===== src/rtl/core/utf8d_pkg.sv =====
package utf8d_pkg;

   localparam logic [7:0] CTRL_LIMIT = 8'h20;
   localparam logic [7:0] ASCII_END  = 8'h80;
   localparam logic [7:0] LEAD2_MIN  = 8'hC2;
   localparam logic [7:0] LEAD3_MIN  = 8'hE0;
   localparam logic [7:0] LEAD4_MIN  = 8'hF0;
   localparam logic [7:0] LEAD5_MIN  = 8'hF8;
   localparam logic [7:0] LEAD6_MIN  = 8'hFC;
   localparam logic [7:0] LEAD_END   = 8'hFE;
   localparam logic [7:0] OVL3_MIN   = 8'hA0;
   localparam logic [7:0] OVL4_MIN   = 8'h90;
   localparam logic [7:0] OVL5_MIN   = 8'h88;
   localparam logic [7:0] OVL6_MIN   = 8'h84;
   localparam logic [1:0] CONT_TAG   = 2'b10;

   typedef enum logic [1:0] {
      ST_OK    = 2'd0,
      ST_ILSEQ = 2'd1,
      ST_CTRL  = 2'd2,
      ST_TRUNC = 2'd3
   } status_type;

   typedef struct packed {
      logic [2:0]  remaining;
      logic [30:0] acc;
      logic [7:0]  lead;
      logic [2:0]  total;
   } dec_state_type;

   typedef struct packed {
      logic        valid;
      logic [30:0] code_point;
      status_type  status;
      logic [2:0]  seq_length;
   } dec_result_type;

endpackage


===== src/rtl/core/utf8d_step.sv =====
module utf8d_step
   import utf8d_pkg::*;
(
   input  logic [7:0]     in_byte,
   input  logic           end_of_text,
   input  dec_state_type  cur,
   output dec_state_type  nxt,
   output dec_result_type res
);

   logic [2:0]  total;
   logic [7:0]  lead_mask;
   logic        first_cont;
   logic        overlong;
   logic [30:0] acc_next;
   logic [2:0]  rem_next;

   always_comb begin
      total     = 3'd2;
      lead_mask = 8'h1F;
      if (in_byte inside {[LEAD6_MIN:8'hFD]}) begin
         total     = 3'd6;
         lead_mask = 8'h01;
      end else if (in_byte inside {[LEAD5_MIN:8'hFB]}) begin
         total     = 3'd5;
         lead_mask = 8'h03;
      end else if (in_byte inside {[LEAD4_MIN:8'hF7]}) begin
         total     = 3'd4;
         lead_mask = 8'h07;
      end else if (in_byte inside {[LEAD3_MIN:8'hEF]}) begin
         total     = 3'd3;
         lead_mask = 8'h0F;
      end
   end

   assign first_cont = ((cur.remaining + 3'd1) == cur.total);
   assign overlong   = (cur.lead == LEAD3_MIN && in_byte < OVL3_MIN) ||
                       (cur.lead == LEAD4_MIN && in_byte < OVL4_MIN) ||
                       (cur.lead == LEAD5_MIN && in_byte < OVL5_MIN) ||
                       (cur.lead == LEAD6_MIN && in_byte < OVL6_MIN);
   assign acc_next   = {cur.acc[24:0], in_byte[5:0]};
   assign rem_next   = cur.remaining - 3'd1;

   always_comb begin
      nxt = cur;
      res = '0;
      if (cur.remaining == 3'd0) begin
         if (in_byte < CTRL_LIMIT) begin
            nxt        = '0;
            res.valid  = 1'b1;
            res.status = ST_CTRL;
         end else if (in_byte < ASCII_END) begin
            res.valid      = 1'b1;
            res.code_point = {23'd0, in_byte};
            res.status     = ST_OK;
            res.seq_length = 3'd1;
         end else if (in_byte < LEAD2_MIN || in_byte >= LEAD_END) begin
            nxt        = '0;
            res.valid  = 1'b1;
            res.status = ST_ILSEQ;
         end else if (end_of_text) begin
            nxt        = '0;
            res.valid  = 1'b1;
            res.status = ST_TRUNC;
         end else begin
            nxt.remaining = total - 3'd1;
            nxt.acc       = {23'd0, in_byte & lead_mask};
            nxt.lead      = in_byte;
            nxt.total     = total;
         end
      end else begin
         if (in_byte[7:6] != CONT_TAG || (first_cont && overlong)) begin
            nxt        = '0;
            res.valid  = 1'b1;
            res.status = ST_ILSEQ;
         end else if (rem_next == 3'd0) begin
            nxt            = '0;
            res.valid      = 1'b1;
            res.code_point = acc_next;
            res.status     = ST_OK;
            res.seq_length = cur.total;
         end else if (end_of_text) begin
            nxt        = '0;
            res.valid  = 1'b1;
            res.status = ST_TRUNC;
         end else begin
            nxt.remaining = rem_next;
            nxt.acc       = acc_next;
         end
      end
   end

endmodule


===== src/rtl/core/utf8_stream_decoder.sv =====
// UTF-8 stream decoder (original six-byte form, 31-bit code points). One byte
// beat is taken per cycle when req_ready is high; a result beat appears in the
// cycle after the byte that completes a sequence or makes it fail, and none
// for bytes in the middle of a sequence. The sustained rate is one byte per
// cycle unless a result waits; each byte steps the sequence state. While a result
// beat waits with rsp_ready low, req_ready is low and no byte is taken; with
// rsp_ready high the waiting result leaves in the same cycle a new byte enters.
// Errors (status 1 illegal, 2 control byte, 3 truncated) carry zero code
// point and length and return the decoder to idle, dropping the bad byte.
module utf8_stream_decoder
   import utf8d_pkg::*;
(
   input  logic        clock,
   input  logic        reset,
   input  logic        req_valid,
   output logic        req_ready,
   input  logic [7:0]  req_in_byte,
   input  logic        req_end_of_text,
   output logic        rsp_valid,
   input  logic        rsp_ready,
   output logic [30:0] rsp_code_point,
   output logic [1:0]  rsp_status,
   output logic [2:0]  rsp_seq_length
);

   dec_state_type  state_ff, state_in;
   dec_result_type step_res;
   logic           rsp_valid_ff;
   logic [30:0]    code_point_ff;
   status_type     status_ff;
   logic [2:0]     seq_length_ff;
   logic           accept;

   utf8d_step u_step (
      .in_byte     (req_in_byte),
      .end_of_text (req_end_of_text),
      .cur         (state_ff),
      .nxt         (state_in),
      .res         (step_res)
   );

   assign req_ready = !rsp_valid_ff || rsp_ready;
   assign accept    = req_valid && req_ready;

   always_ff @(posedge clock) begin
      if (reset) begin
         state_ff     <= '0;
         rsp_valid_ff <= 1'b0;
      end else begin
         if (accept) begin
            state_ff <= state_in;
         end
         if (accept && step_res.valid) begin
            rsp_valid_ff <= 1'b1;
         end else if (rsp_ready) begin
            rsp_valid_ff <= 1'b0;
         end
      end
   end

   always_ff @(posedge clock) begin
      if (accept && step_res.valid) begin
         code_point_ff <= step_res.code_point;
         status_ff     <= step_res.status;
         seq_length_ff <= step_res.seq_length;
      end
   end

   assign rsp_valid      = rsp_valid_ff;
   assign rsp_code_point = code_point_ff;
   assign rsp_status     = status_ff;
   assign rsp_seq_length = seq_length_ff;

endmodule


===== config.mk =====
export PLATFORM = sky130hd
export DESIGN_NAME = utf8_stream_decoder
export DESIGN_NICKNAME = d
export VERILOG_FILES = /design/src/rtl/core/utf8d_pkg.sv /design/src/rtl/core/utf8d_step.sv /design/src/rtl/core/utf8_stream_decoder.sv
export SDC_FILE = /design/constraint.sdc
export NUM_CORES = 1
export LEC_CHECK = 0
export ABC_CLOCK_PERIOD_IN_PS = 9350
export BUFFER_PORTS_ARGS = -buffer_cell sky130_fd_sc_hd__buf_2
export CORE_AREA = 2 2 94 73
export DETAILED_ROUTE_END_ITERATION = 10
export DIE_AREA = 0 0 96 75
export GPL_ROUTABILITY_DRIVEN = 0
export PLACE_DENSITY = 0.82
export REMOVE_ABC_BUFFERS = 1
export SLEW_MARGIN = 20
export SYNTH_ARGS = -nofsm -noshare
export SYNTH_HDL_FRONTEND = slang
export SYNTH_SLANG_ARGS = --single-unit

===== constraint.sdc =====
create_clock -name clock -period 9.35 [get_ports clock]
set_clock_uncertainty 0.15 [all_clocks]
set_input_delay 1.4025 -clock clock [delete_from_list [all_inputs] [get_ports clock]]
set_output_delay 1.4025 -clock clock [all_outputs]
set_load 0.01 [all_outputs]

==> flow_metrics.env, run 1 <==
export IMPL_drive_gt1_share_pct=25.6
export IMPL_max_stage_delay_ns=0.85
export IMPL_cts_setup_buffers=0
export IMPL_synth_top_family_by_area="simple AND/OR/NAND/NOR gates"
export IMPL_grt_pass1_wl_um=10400
export IMPL_start_util_pct=53.8
export IMPL_design_core_area_um2=6220
export IMPL_die_w_um=96
export IMPL_numCtsBuffers=9
export IMPL_path_class="in -> reg"
export IMPL_crit_path_cell_trace="buf_2 -> or4b_4 -> a211oi_4 -> o2111ai_4 -> a21oi_1 -> nor2b_4"
export IMPL_rows=25
export IMPL_antenna_found_initial=0
export IMPL_slew_headroom_pct=28.6
export IMPL_rsz0062_at_grt="false"
export IMPL_clk_latency_ns=0.35
export IMPL_detail_route_antenna_nets=0
export IMPL_end_kind="register"
export IMPL_cpMaxStageDelayCell="nor2b_4"
export IMPL_cts_resized_gates=0
export IMPL_layout_area_seq_um2=1880
export IMPL_syn_area_um2=3350
export IMPL_cts_root_buf="clkbuf_8"
export IMPL_max_freq_ghz=0.251
export IMPL_cts_sinks=76
export IMPL_seq_area_frac_synth_pct=56.2
export IMPL_synth_largest_area_cell="edfxtp_1"
export IMPL_clockBufferDepth=2
export IMPL_synth_fa_ha_area_share_pct=1.87
export IMPL_wl_um=6400
export IMPL_vias_per_cell=5.56
export IMPL_worstSetupStartpointType="input pin"
export IMPL_synth_edf_count=36
export IMPL_grt_total_usage_pct=19.2
export IMPL_dpl_cell_area_um2=3640
export IMPL_peakVddDrop_mv=0.0879
export IMPL_grt_max_degree=37
export IMPL_synth_xor_area_share_pct=1.05
export IMPL_drcViolationCount=0
export IMPL_path_buf_inv=1
export IMPL_design_die_area_um2=7200
export IMPL_synth_most_common_cell="dfxtp_1"
export IMPL_layout_nets=345
export IMPL_crit_arrival_ns=3.81
export IMPL_grt_pass1_vias=2059
export IMPL_multi_input_area_um2=1360
export IMPL_p_per_area_nw_per_um2=184
export IMPL_synthFlopType="dfxtp_1"
export IMPL_status="completed"
export IMPL_hp_class="reg -> reg"
export IMPL_area_growth_pct=15.7
export IMPL_ys_warn_count=0
export IMPL_io_pins=51
export IMPL_ys_seq_elements=76
export IMPL_finalSetupViolCount=0
export IMPL_min_period_over_period_pct=42.6
export IMPL_synth_cell_type_count=57
export IMPL_critPathTopFamily="simple AND/OR/NAND/NOR gates"
export IMPL_nFillCells=502
export IMPL_numPortBuffers=50
export IMPL_cts_tree="yes"
export IMPL_setup_slack_ns=5.36
export IMPL_die_h_um=75
export IMPL_wl_per_cell_um=15.5
export IMPL_yosysTopAreaCellShare_pct=32.3
export IMPL_path_max_fanout=36
export IMPL_final_util_pct=62.2
export IMPL_netlist_top_cells_count="40 x dfxtp_1, 36 x edfxtp_1, 22 x and2_1"
export IMPL_fin_area_um2=3870
export IMPL_async_flop_share_pct=0
export IMPL_power_uw=712
export IMPL_drv_cap=0
export IMPL_hold_buffers=0
export IMPL_period_needed_ns=3.99
export IMPL_dp_hpwl_um=4300
export IMPL_timing_setup_tns_ns=0
export IMPL_htree_levels=3
export IMPL_vias=2295
export IMPL_power_leakage_nw=1.47
export IMPL_cp_data_required_time_ns=9.18
export IMPL_grt_overflow=0
export IMPL_final_max_slew_viol_count=0
export IMPL_synth_cells=279
export IMPL_hold_violations=0
export IMPL_n_antenna_cell=0
export IMPL_cts_clk_slew_worst_paths_ns=0.08
export IMPL_synth_area_leaders="edfxtp_1 32%, dfxtp_1 24%, a22o_1 5.5%"
export IMPL_worst_pin_slew_ns=1.06
export IMPL_synth_simple_area_share_pct=18.2
export IMPL_dr_pass1_iters=5
export IMPL_avgSynthCellArea_um2=12.0
export IMPL_pre_cts_slack_ns=5.00
export IMPL_synth_compound_area_share_pct=15.3
export IMPL_drt_iter0_markers=209
export IMPL_muxShareOfSynthArea_pct=3.63
-- placed cells by master, fill, tap and decap left out, types with 6 or more instances in the layout --
master	netlist	routed
buf_2	2	50
nor2_1	12	12
edfxtp_1	36	36
dfxtp_1	40	40
clkbuf_8	0	10
mux2i_1	8	8
o21a_1	6	6
a22o_1	21	21
and2_1	22	22
nand2b_1	10	10
inv_1	9	9
nand2_1	17	17
-- sequential cells by signal (all words and copies together), names as in the netlist --
register	cells
rsp_code_point	31
rsp_seq_length	3
rsp_status	2
rsp_valid	1
state_ff	39
-- cell families (layout without fill, tap and decap cells) --
group	count (synthesis)	in the layout
compound gates	58	58
simple gates	101	101
xor+xnor	4	4
buf+inv	24	77
mux	11	11
fa+ha+maj	5	5
flops	76	76
-- routing by layer --
metal	GRT usage, %	wire length, µm	vias up	part of all wire [%]
li1	-	-	1130	-
met1	27.8	3020	1064	47
met2	27.5	2860	92	45
met3	6.31	443	9	6.9
met4	6.03	65	0	1.0
met5	0	0	-	0
-- worst reg2reg max path, cell delays in order, from the launching register on --
cell and delay, ns:
dfxtp_1 0.43, inv_1 0.11, ha_1 0.33, xnor2_1 0.35, o2111ai_4 0.26, a21oi_1 0.30
nor2b_4 0.85
-- stage by stage --
stage | std cells | hold slack [ns]
2_1_floorplan | 264 | 0.285
3_3_place_gp | 397 | 0.295
3_5_place_dp | 397 | 0.301
4_1_cts | 413 | 0.313
5_1_grt | 413 | 0.337
6_report | 413 | 0.310
-- area by class of cell --
cell class	instances	area share, %
clock inverters	6	2.42
clock buffers	10	3.56
well taps	81	2.62
flip-flops and latches	76	48.6
inverters	9	0.873
repair buffers	52	6.85
multi-input cells	179	35.1
-- report_power, final --
part           leakage (nW)  total (mW)  switching (mW)  internal, mW
clock network         0.114       0.285           0.125         0.160
registers             0.682       0.365         0.00352         0.361
logic                 0.679      0.0626          0.0410        0.0217
total                  1.47       0.712           0.169         0.543
-- path summary, 6_finish.rpt --
path                             start                                to  slack [ns]  cells after the start
max                     req_in_byte[6]  rsp_code_point[16]$_SDFFCE_PP0P_        5.36                      6
min           state_ff[4]$_SDFFE_PP0P_          state_ff[4]$_SDFFE_PP0P_        0.31                      2
max reg2reg  state_ff[42]$_SDFFE_PP0P_  rsp_code_point[16]$_SDFFCE_PP0P_        6.18                      6
min reg2reg   state_ff[4]$_SDFFE_PP0P_          state_ff[4]$_SDFFE_PP0P_        0.31                      2
Note: power is estimated with default switching activity, not from simulation.
==> inputs of run 2 (changes only) <==
--- a/config.mk
+++ b/config.mk
@@ -5,13 +5,13 @@
 export SDC_FILE = /design/constraint.sdc
 export NUM_CORES = 1
 export LEC_CHECK = 0
-export ABC_CLOCK_PERIOD_IN_PS = 9350
+export ABC_CLOCK_PERIOD_IN_PS = 3500
 export BUFFER_PORTS_ARGS = -buffer_cell sky130_fd_sc_hd__buf_2
-export CORE_AREA = 2 2 94 73
+export CORE_AREA = 2 2 97 76
 export DETAILED_ROUTE_END_ITERATION = 10
-export DIE_AREA = 0 0 96 75
+export DIE_AREA = 0 0 99 78
 export GPL_ROUTABILITY_DRIVEN = 0
-export PLACE_DENSITY = 0.82
+export PLACE_DENSITY = 0.8
 export REMOVE_ABC_BUFFERS = 1
 export SLEW_MARGIN = 20
 export SYNTH_ARGS = -nofsm -noshare
==> constraint.sdc (replaced) <==
create_clock -name clock -period 3.5 [get_ports clock]
set_clock_uncertainty 0.15 [all_clocks]
set_input_delay 0.525 -clock clock [delete_from_list [all_inputs] [get_ports clock]]
set_output_delay 0.525 -clock clock [all_outputs]
set_load 0.01 [all_outputs]
==> run 2 against run 1 <==
Effect of this change: combinational power grew to 2.8 times the previous value; non-clock buffer count is 6 higher; sequential power grew to 2.7 times the previous value; design area increased by 0.19%; critical path type is now reg -> reg; total power up 150%; clock-buffer cell count is 1 lower; critical endpoint is now rsp_seq_length[2]$_SDFFCE_PP0P_; via count increased by 4.0%.
==> flow_metrics.env, run 2 (synthesized netlist as in run 1, its figures left out) <==
export IMPL_status="completed"
export IMPL_rsz0062_at_grt="false"
export IMPL_pre_cts_slack_ns=0.485
export IMPL_p_sw_share_pct=26.8
export IMPL_setup_slack_ns=0.677
export IMPL_hold_violations=0
export IMPL_reg2reg_slack_ns=0.68
export IMPL_layout_commonest_cell="buf_2"
export IMPL_peakVddDrop_mv=0.195
export IMPL_drt_iter0_markers=166
export IMPL_cts_sinks=76
export IMPL_worst_pin_slew_ns=0.780
export IMPL_cts_setup_buffers=0
export IMPL_detail_route_antenna_nets=0
export IMPL_vias=2387
export IMPL_die_w_um=99
export IMPL_finalSetupViolCount=0
export IMPL_grt_max_degree=37
export IMPL_path_class="reg -> reg"
export IMPL_stdcell_count=422
export IMPL_cts_clk_slew_worst_paths_ns=0.08
export IMPL_drcViolationCount=0
export IMPL_grt_total_usage_pct=18.0
export IMPL_power_share_sequential_pct=54.9
export IMPL_start_util_pct=50.2
export IMPL_htree_levels=3
export IMPL_dp_hpwl_um=4710
export IMPL_design_die_area_um2=7720
export IMPL_slew_headroom_pct=47.9
export IMPL_crit_arrival_ns=2.78
export IMPL_grt_pass1_wl_um=10800
export IMPL_layout_common_cells="50 x buf_2, 40 x dfxtp_1, 36 x edfxtp_1"
export IMPL_internal_power_mw=1.30
export IMPL_cts_resized_gates=0
export IMPL_clk_latency_ns=0.35
export IMPL_power_leakage_nw=1.49
export IMPL_final_max_slew_viol_count=0
export IMPL_numPortBuffers=50
export IMPL_rows=26
export IMPL_numCtsBuffers=9
export IMPL_end_kind="register"
export IMPL_wl_per_cell_um=16.0
export IMPL_n_antenna_cell=0
export IMPL_pwr_share_clk_pct=35.2
export IMPL_switchingPower_uw=475
export IMPL_grt_pass1_vias=2173
export IMPL_p_per_area_nw_per_um2=457
export IMPL_largest_reg_flops=39
export IMPL_min_period_over_period_pct=80.6
export IMPL_period_needed_ns=2.82
export IMPL_dpl_cell_area_um2=3690
export IMPL_antenna_found_initial=0
export IMPL_max_freq_ghz=0.354
export IMPL_multi_input_area_um2=1350
export IMPL_cts_tree="yes"
export IMPL_worstSetupStartpointType="register"
export IMPL_cp_data_required_time_ns=3.45
export IMPL_cts_root_buf="clkbuf_8"
export IMPL_die_h_um=78
export IMPL_largest_register="state_ff"
export IMPL_nFillCells=567
export IMPL_vias_per_cell=5.66
export IMPL_design_core_area_um2=6670
export IMPL_drv_cap=0
export IMPL_place_inst=406
export IMPL_combinationalPowerShare_pct=9.9
export IMPL_layout_area_seq_um2=1880
export IMPL_io_pins=51
export IMPL_grt_overflow=0
export IMPL_wl_um=6740
export IMPL_path_max_fanout=36
export IMPL_clockBufferDepth=2
export IMPL_layout_nets=351
export IMPL_hold_buffers=0
export IMPL_dr_pass1_iters=5
export IMPL_hp_class="in -> reg"
export IMPL_area_growth_pct=15.9
export IMPL_drive_gt1_share_pct=26.9
export IMPL_fin_area_um2=3880
[run 2: changes by cell type in the layout (fill, tap and decap cells not counted)]
cell,previous run,this run
nor3_2,2,3
clkinvlp_4,1,2
buf_4,2,7
clkinv_2,0,1
bufinv_16,2,0
inv_8,0,2
clkbuf_8,10,9
nor3_4,2,1
clkinv_4,0,1
buf_12,0,1
inv_6,3,1
[run 2: per-layer routing]
| metal | share of wire [%] | wire length, µm | vias to the layer above | GRT usage (%) |
|---|---|---|---|---|
| met5 | 0 | 0 | - | 0 |
| met4 | 1.1 | 74 | 0 | 5.34 |
| met3 | 8.0 | 537 | 11 | 5.95 |
| met2 | 46 | 3090 | 97 | 27.6 |
| met1 | 45 | 3040 | 1134 | 24.4 |
| li1 | - | - | 1145 | - |
[run 2: power groups by stage]
stage                     Clock, mW  Sequential [mW]  Combinational [mW]
final                         0.624            0.974               0.175
after global routing          0.681            0.978               0.190
after CTS                     0.640            0.975               0.175
after detailed placement          0            0.995               0.175
after global placement            0            0.995               0.171
after floorplan                   0             1.01              0.0781
[run 2: final timing paths]
kind,cells past startpoint,startpoint,to
setup reg to reg,8,state_ff[42]$_SDFFE_PP0P_,rsp_seq_length[2]$_SDFFCE_PP0P_
hold / removal,3,req_in_byte[0],state_ff[3]$_SDFFE_PP0P_
hold reg to reg,2,state_ff[3]$_SDFFE_PP0P_,state_ff[3]$_SDFFE_PP0P_
setup / recovery,8,state_ff[42]$_SDFFE_PP0P_,rsp_seq_length[2]$_SDFFCE_PP0P_
[run 2: layout make-up]
class	instances	area share, %
inverters	9	0.871
multi-input cells	179	34.8
clock buffers	9	3.19
well taps	84	2.71
flip-flops and latches	76	48.5
repair buffers	58	8.32
clock inverters	7	1.55
[run 2: worst max-delay path: stages, from the launching register on]
cell	delay (ns)
dfxtp_1	0.47
inv_1	0.13
ha_1	0.27
nand2b_1	0.22
nand3b_2	0.27
nor3b_2	0.49
a21oi_1	0.20
nor2b_4	0.17
buf_12	0.17
[run 2: through the flow]
| stage | hold slack (ns) | TNS, ns | utilization [%] | power [mW] |
|---|---|---|---|---|
| CTS | 0.282 | 0 | 58.2 | 1.79 |
| global placement | 0.297 | 0 | 55.4 | 1.17 |
| global route | 0.300 | 0 | 58.2 | 1.85 |
| detailed placement | 0.303 | 0 | 55.4 | 1.17 |
| floorplan | 0.285 | -17.98 | - | 1.09 |
| finish | 0.294 | 0 | 58.2 | 1.77 |
